**src/hdl/sfpsc_pkg.sv**
```systemverilog
// ============================================================================
// sfpsc_pkg
// shared types and constants for the serial frame parser with sum check
// ============================================================================
package sfpsc_pkg;

    // frame layout
    localparam int unsigned HeaderLen = 6;
    localparam logic [8:0] PosVersion = 9'd6;
    localparam logic [8:0] PosType    = 9'd7;
    localparam logic [8:0] PosLength  = 9'd8;
    localparam logic [8:0] PosPayload = 9'd9;

    // configuration register indexes
    localparam logic [1:0] CFG_VERSION = 2'd0;
    localparam logic [1:0] CFG_RPC     = 2'd1;
    localparam logic [1:0] CFG_GAP     = 2'd2;

    // reset values of the configuration registers
    localparam logic [7:0]  VersionReset = 8'd1;
    localparam logic [7:0]  RpcReset     = 8'd3;
    localparam logic [15:0] GapReset     = 16'd50;

    // request commands
    localparam logic CMD_BYTE = 1'b0;
    localparam logic CMD_TICK = 1'b1;

    // status codes
    typedef logic [2:0] status_t;
    localparam status_t ST_PROGRESS = 3'd0;
    localparam status_t ST_REJECT   = 3'd1;
    localparam status_t ST_RPC_OK   = 3'd2;
    localparam status_t ST_FRAME_OK = 3'd3;
    localparam status_t ST_SUM_ERR  = 3'd4;

    // expected header byte at a given header position
    function automatic logic [7:0] header_byte(input logic [2:0] idx);
        logic [7:0] val;
        case (idx)
            3'd0:    val = 8'h49; // I
            3'd1:    val = 8'h4D; // M
            3'd2:    val = 8'h50; // P
            3'd3:    val = 8'h52; // R
            3'd4:    val = 8'h4F; // O
            3'd5:    val = 8'h56; // V
            default: val = 8'h00;
        endcase
        return val;
    endfunction

endpackage

```
**src/hdl/serial_frame_parser_sum_check_top.sv**
```systemverilog
// ============================================================================
// serial_frame_parser_sum_check_top
// frame parser for a serial byte stream with header, version and sum check
// ============================================================================
// usage
//   input channel: in_valid / in_stall with command and data_byte. command
//   low carries a received byte, command high is one time tick.
//   output channel: out_valid / out_stall, one result per request with
//   status, payload_valid, payload_byte, frame_type, frame_len and last.
//   config port: cfg_we, cfg_index, cfg_data; index 0 version byte,
//   1 rpc type, 2 gap ticks; other indexes are ignored. write only while idle.
// timing
//   a request is registered in the input register on acceptance and is
//   evaluated from there once the output register is free or draining; its
//   result is then registered in the output register, which drives out_valid.
//   one request per cycle is sustained while out_stall is low; the parser state
//   (position, running sum, idle counter) is written back as each request advances.
// stall
//   while out_stall holds a result, the next request waits in the input
//   register; in_stall rises only when that register is also full.
// reset
//   rst_n clears both stages and the parser state, and loads the config
//   registers with version 1, rpc type 3, gap 50.
// ============================================================================
module serial_frame_parser_sum_check_top
    import sfpsc_pkg::*;
(
    input  logic        clk,
    input  logic        rst_n,
    // input channel
    input  logic        in_valid,
    output logic        in_stall,
    input  logic        command,
    input  logic [7:0]  data_byte,
    // output channel
    output logic        out_valid,
    input  logic        out_stall,
    output logic [2:0]  status,
    output logic        payload_valid,
    output logic [7:0]  payload_byte,
    output logic [7:0]  frame_type,
    output logic [7:0]  frame_len,
    output logic        last,
    // config port
    input  logic        cfg_we,
    input  logic [1:0]  cfg_index,
    input  logic [15:0] cfg_data
);

    // config registers
    logic [7:0]  version_reg;
    logic [7:0]  rpc_reg;
    logic [15:0] gap_reg;

    // input stage
    logic        in_valid_reg;
    logic        command_reg;
    logic [7:0]  data_reg;

    // parser state
    logic [8:0]  pos_reg,  pos_next;
    logic [7:0]  type_reg, type_next;
    logic [7:0]  len_reg,  len_next;
    logic [7:0]  sum_reg,  sum_next;
    logic [15:0] idle_reg, idle_next;

    // output stage
    logic        out_valid_reg;
    status_t     status_reg,  status_next;
    logic        pvalid_reg,  pvalid_next;
    logic [7:0]  pbyte_reg,   pbyte_next;
    logic [7:0]  otype_reg,   otype_next;
    logic [7:0]  olen_reg,    olen_next;
    logic        last_reg,    last_next;

    logic        advance;
    logic        in_accept;
    logic [16:0] idle_inc;
    logic [8:0]  end_pos;
    logic        reject;
    logic        done;

    // the input stage moves on when the output register is free or draining
    assign advance   = in_valid_reg && (!out_valid_reg || !out_stall);
    assign in_stall  = in_valid_reg && !advance;
    assign in_accept = in_valid && !in_stall;

    // config writes
    always_ff @(posedge clk or negedge rst_n)
    begin
        if (!rst_n)
        begin
            version_reg <= VersionReset;
            rpc_reg     <= RpcReset;
            gap_reg     <= GapReset;
        end
        else if (cfg_we)
        begin
            case (cfg_index)
                CFG_VERSION: version_reg <= cfg_data[7:0];
                CFG_RPC:     rpc_reg     <= cfg_data[7:0];
                CFG_GAP:     gap_reg     <= cfg_data;
                default:     ;
            endcase
        end
    end

    // input register
    always_ff @(posedge clk or negedge rst_n)
    begin
        if (!rst_n)
        begin
            in_valid_reg <= 1'b0;
        end
        else if (in_accept)
        begin
            in_valid_reg <= 1'b1;
        end
        else if (advance)
        begin
            in_valid_reg <= 1'b0;
        end
    end

    always_ff @(posedge clk)
    begin
        if (in_accept)
        begin
            command_reg <= command;
            data_reg    <= data_byte;
        end
    end

    // frame end position, valid once the length byte is stored
    assign end_pos  = PosPayload + {1'b0, len_reg};
    assign idle_inc = {1'b0, idle_reg} + 17'd1;

    // one request through the parser
    always_comb
    begin
        pos_next    = pos_reg;
        type_next   = type_reg;
        len_next    = len_reg;
        sum_next    = sum_reg;
        idle_next   = idle_reg;
        status_next = ST_PROGRESS;
        pvalid_next = 1'b0;
        pbyte_next  = 8'd0;
        last_next   = 1'b0;
        otype_next  = type_reg;
        olen_next   = len_reg;
        reject      = 1'b0;
        done        = 1'b0;

        if (command_reg == CMD_TICK)
        begin
            if (idle_inc > {1'b0, gap_reg})
            begin
                // gap expired: drop any partial frame
                pos_next    = 9'd0;
                type_next   = 8'd0;
                len_next    = 8'd0;
                sum_next    = 8'd0;
                idle_next   = 16'd0;
                status_next = ST_REJECT;
            end
            else
            begin
                idle_next = idle_inc[15:0];
            end
            otype_next = type_next;
            olen_next  = len_next;
        end
        else
        begin
            if (pos_reg < PosVersion)
            begin
                reject = (data_reg != header_byte(pos_reg[2:0]));
            end
            else if (pos_reg == PosVersion)
            begin
                reject = (data_reg != version_reg);
            end
            else if (pos_reg == PosType)
            begin
                type_next = data_reg;
            end
            else if (pos_reg == PosLength)
            begin
                len_next = data_reg;
            end
            else if (pos_reg < end_pos)
            begin
                pvalid_next = 1'b1;
                pbyte_next  = data_reg;
            end
            else
            begin
                // checksum byte
                done      = 1'b1;
                last_next = 1'b1;
                if (data_reg != sum_reg)
                begin
                    status_next = ST_SUM_ERR;
                end
                else if (type_reg == rpc_reg)
                begin
                    status_next = ST_RPC_OK;
                end
                else
                begin
                    status_next = ST_FRAME_OK;
                end
            end

            // result shows the stores before any clear
            otype_next = type_next;
            olen_next  = len_next;

            if (reject || done)
            begin
                pos_next  = 9'd0;
                type_next = 8'd0;
                len_next  = 8'd0;
                sum_next  = 8'd0;
                if (reject)
                begin
                    status_next = ST_REJECT;
                end
                else if (status_next != ST_SUM_ERR)
                begin
                    idle_next = 16'd0;
                end
            end
            else
            begin
                sum_next  = sum_reg + data_reg;
                pos_next  = pos_reg + 9'd1;
                idle_next = 16'd0;
            end
        end
    end

    // parser state
    always_ff @(posedge clk or negedge rst_n)
    begin
        if (!rst_n)
        begin
            pos_reg  <= 9'd0;
            type_reg <= 8'd0;
            len_reg  <= 8'd0;
            sum_reg  <= 8'd0;
            idle_reg <= 16'd0;
        end
        else if (advance)
        begin
            pos_reg  <= pos_next;
            type_reg <= type_next;
            len_reg  <= len_next;
            sum_reg  <= sum_next;
            idle_reg <= idle_next;
        end
    end

    // output register
    always_ff @(posedge clk or negedge rst_n)
    begin
        if (!rst_n)
        begin
            out_valid_reg <= 1'b0;
        end
        else if (advance)
        begin
            out_valid_reg <= 1'b1;
        end
        else if (!out_stall)
        begin
            out_valid_reg <= 1'b0;
        end
    end

    always_ff @(posedge clk)
    begin
        if (advance)
        begin
            status_reg <= status_next;
            pvalid_reg <= pvalid_next;
            pbyte_reg  <= pbyte_next;
            otype_reg  <= otype_next;
            olen_reg   <= olen_next;
            last_reg   <= last_next;
        end
    end

    assign out_valid     = out_valid_reg;
    assign status        = status_reg;
    assign payload_valid = pvalid_reg;
    assign payload_byte  = pbyte_reg;
    assign frame_type    = otype_reg;
    assign frame_len     = olen_reg;
    assign last          = last_reg;

endmodule

```
**config.mk**
```make
export PLATFORM = sky130hd
export DESIGN_NAME = serial_frame_parser_sum_check_top
export DESIGN_NICKNAME = d
export VERILOG_FILES = /design/src/hdl/sfpsc_pkg.sv /design/src/hdl/serial_frame_parser_sum_check_top.sv
export SDC_FILE = /design/constraint.sdc
export NUM_CORES = 1
export LEC_CHECK = 0
export BUFFER_PORTS_ARGS = -buffer_cell sky130_fd_sc_hd__buf_2
export CAP_MARGIN = 40
export CELL_PAD_IN_SITES_DETAIL_PLACEMENT = 0
export CELL_PAD_IN_SITES_GLOBAL_PLACEMENT = 1
export CORE_AREA = 4 4 143 145
export CTS_CLUSTER_SIZE = 25
export DETAILED_ROUTE_END_ITERATION = 7
export DIE_AREA = 0 0 147 149
export PLACE_DENSITY = 0.62
export SLEW_MARGIN = 20
export SYNTH_ARGS = -nofsm -noshare
export SYNTH_HDL_FRONTEND = slang
export SYNTH_SLANG_ARGS = --single-unit
```
**constraint.sdc**
```tcl
create_clock -name clk -period 11.5 [get_ports clk]
set_clock_uncertainty 0.2 [all_clocks]
set_input_delay 1.15 -clock clk [delete_from_list [all_inputs] [get_ports clk]]
set_output_delay 1.15 -clock clk [all_outputs]
set_load 0.005 [all_outputs]
```
==> flow_metrics.tcl <==
set metrics [dict create \
    rsz0062_at_grt "no" \
    gp_congestion 0.8020 \
    cts_resized 0 \
    num_io_pins 63 \
    synth-simple-area-share 0.1253 \
    n_antenna_cell 0 \
    detail-route-antenna-nets 0 \
    start_util 0.3441 \
    synth_cells 600 \
    yosys.area.top_type "dfrtp_1" \
    utilization 0.4060 \
    reg2reg_depth 17 \
    postCtsSetupRepairBufs 0 \
    relSlewSlack 0.5061 \
    grt-ovfl-total 0 \
    die-area_sq_um 21900 \
    rr_endpoint "sum_reg[7]$_DFFE_PN0P_" \
    synth_most_common_cell "dfrtp_1" \
    crit_path_frequent_cell "nand3_1" \
    grt_usage 0.1533 \
    ir_drop_v 0.0001130 \
    top_usage_layer "met2" \
    io_buffers 62 \
    period_minus_slack_ps 4843 \
    hold_depth 2 \
    timing.rr.start "idle_reg[0]$_DFFE_PN0P_" \
    rows 51 \
    synth.top_cells.by_count "77 x dfrtp_1, 51 x nand2_1, 38 x edfxtp_1, 38 x ha_1, 32 x mux2_2" \
    synth_area_sq_um 6610 \
    max_stage_delay_ps 530 \
    clk_latency_ps 420 \
    grt_max_degree 46 \
    crit_chain "ha_1 > nand3_1 > or3_1 > inv_1 > nand3_1 > nor2_1 > xor2_1 > ha_1 > nand3_1 > nor2_1 > or4_1 > a221oi_2 > buf_4 > nand2b_1 > buf_8 > nor3_1 > a22o_1" \
    synth_compound_area_frac 0.1367 \
    critPathTopFamily "simple AND/OR/NAND/NOR gates" \
    dieWidth_microns 147 \
    status "completed" \
    cts-root-buf "clkbuf_16" \
    clkTransAtPathRegs_ps 60 \
    clk_path_buf_depth 2 \
    tightestPinTransition_ps 740.8 \
    ys_async_sr_fraction 0.6860 \
    yosys.area_share.xor_xnor 0.05963 \
    htree_levels 4 \
    vias 4812 \
    met2_usage 0.2542 \
    dp_hpwl_mm 11.51 \
    wl_per_cell_microns 17.07 \
    drtIter0Drc 231 \
    path_max_fanout 29 \
    synth.distinct_cells 64 \
    drive_gt1_frac 0.2211 \
    synth_enable_flop_cells 38 \
    finalSetupViolCount 0 \
    fmax_mhz 206.5 \
    final_area_sq_um 7797 \
    grt_first_pass_wirelength_mm 26.39 \
    cts_sinks 121 \
    antenna_found_initial 0 \
    worstHoldStart "sum_reg[5]$_DFFE_PN0P_" \
    synth_mux_area_frac 0.07874 \
    grtUsageMet1 0.1957 \
    holdPathEnd "sum_reg[5]$_DFFE_PN0P_" \
    fp.coreArea_sq_um 19210 \
    synth_top_family_by_area "compound AO/OA/AOI/OAI gates" \
    final_nets 732 \
    netlist.area_leader.share 0.2915 \
    placed_cell_area_sq_um 7178 \
    synthesis.nets 671 \
    ys_seq_elements 121 \
    power_density_nw_per_um2 158.2 \
    reg2reg_setup_slack_ps 6660 \
    startpoint_type "flip-flop" \
    cts_buffers 17 \
    post_synth.cell_area_avg_sq_um 11.02 \
    seqCellArea_sq_um 3226 \
    hp-class "reg2reg" \
    final-hold-violation-count 0 \
    setup_tns_ps 0 \
    multiInputGateArea_sq_um 3148 \
    grt_pass1_vias 5039 \
    maxSlewViolCount 0 \
    dieHeight_microns 149 \
    wirelength_mm 16.03 \
    synthAdderAreaFrac 0.07496 \
    critical_path_class "reg2reg" \
    fill_cells 1901 \
    critPathBufInv 3 \
    cts_tree "yes" \
    yosysSeqAreaShare 0.4880 \
    cap_violations 0 \
    cts_hold_buf 0 \
    end_kind "flip-flop" \
    viasPerCell 5.125 \
    synthFlopType "dfrtp_1" \
    required_ps 11600 \
    fin_crit_sh 0.4211 \
    crit_slowest_cell "or3_1" \
    p_leak_nw 3.460 \
    syn2layout_area_growth_pct 17.96 \
    synth_area_leaders "dfrtp_1 29%, edfxtp_1 17%, ha_1 7.2%" \
    drc 0 \
    yosys_warnings 0 \
    cp_data_arrival_time_ps 4950 \
    grt_use_met3 0.03829 \
    first_pass_iters 4 \
]
## per-stage QoR
step / cells / power [mW] / setup slack (ps) / hold WS, ps
floorplan: 600 / 0.6409 / 7278 / 252.6
global placement: 903 / 0.6949 / 6503 / 265.9
detailed placement: 905 / 0.7051 / 6289 / 271.1
CTS: 937 / 1.248 / 6275 / 283.8
global route: 939 / 1.296 / 6385 / 321.9
finish: 939 / 1.233 / 6657 / 281.5
## layout by cell type (no fill, tap or decap), types with 6 or more instances in the layout
| master | n |
|---|---|
| a21o_1 | 6 |
| a21oi_1 | 16 |
| a22o_1 | 31 |
| and2_1 | 10 |
| buf_2 | 62 |
| clkbuf_16 | 18 |
| dfrtp_1 | 77 |
| dfstp_2 | 6 |
| edfxtp_1 | 38 |
| ha_1 | 38 |
| inv_1 | 30 |
| mux2_2 | 32 |
| mux2i_1 | 16 |
| nand2_1 | 51 |
| nand2b_1 | 7 |
| nand3_1 | 18 |
| nand4_1 | 8 |
| nor2_1 | 19 |
| nor3_1 | 12 |
| o21ai_0 | 28 |
| o31ai_1 | 6 |
| xnor2_1 | 15 |
| xor2_1 | 30 |
## kinds of logic after synthesis
family,after synthesis
DFF,121
buffers and inverters,58
xor gates and xnor gates,45
muxes,48
and+or+nand+nor,160
AOI/OAI and AO/OA,129
adders and majority gates,39
## power by group
group	switching, mW	internal [mW]
clock network	0.204	0.334
logic	0.0894	0.0771
registers	0.0383	0.490
## worst max path at each step
stage / startpoint / endpoint / slack, ps / cells past startpoint
after floorplan: idle_reg[0]$_DFFE_PN0P_ / sum_reg[6]$_DFFE_PN0P_ / 7280 / 17
after global placement: idle_reg[0]$_DFFE_PN0P_ / type_reg[2]$_DFFE_PN0P_ / 6500 / 16
after detailed placement: idle_reg[0]$_DFFE_PN0P_ / type_reg[4]$_DFFE_PN0P_ / 6290 / 16
after CTS: idle_reg[0]$_DFFE_PN0P_ / type_reg[2]$_DFFE_PN0P_ / 6280 / 16
after global routing: idle_reg[0]$_DFFE_PN0P_ / sum_reg[7]$_DFFE_PN0P_ / 6380 / 17
final: idle_reg[0]$_DFFE_PN0P_ / sum_reg[7]$_DFFE_PN0P_ / 6660 / 17
## cell type report
class / count / area share
timing repair buffer: 68 / 0.04862
sequential: 121 / 0.4137
clock inverter: 13 / 0.01781
clock buffer: 19 / 0.05825
tap: 265 / 0.04252
multi-input combinational: 421 / 0.4037
inverter: 32 / 0.01540
## per-layer routing
metal	share of wire	vias up
met3	0.047	28
met1	0.46	2357
met5	0	-
li1	-	2318
met4	0.022	0
met2	0.47	109
## worst min-delay path: stages, from the launching register on
cell	delay (ps)
dfrtp_1	340
nand2_1	50
o31ai_1	50
(Power assumes the default switching activity.)
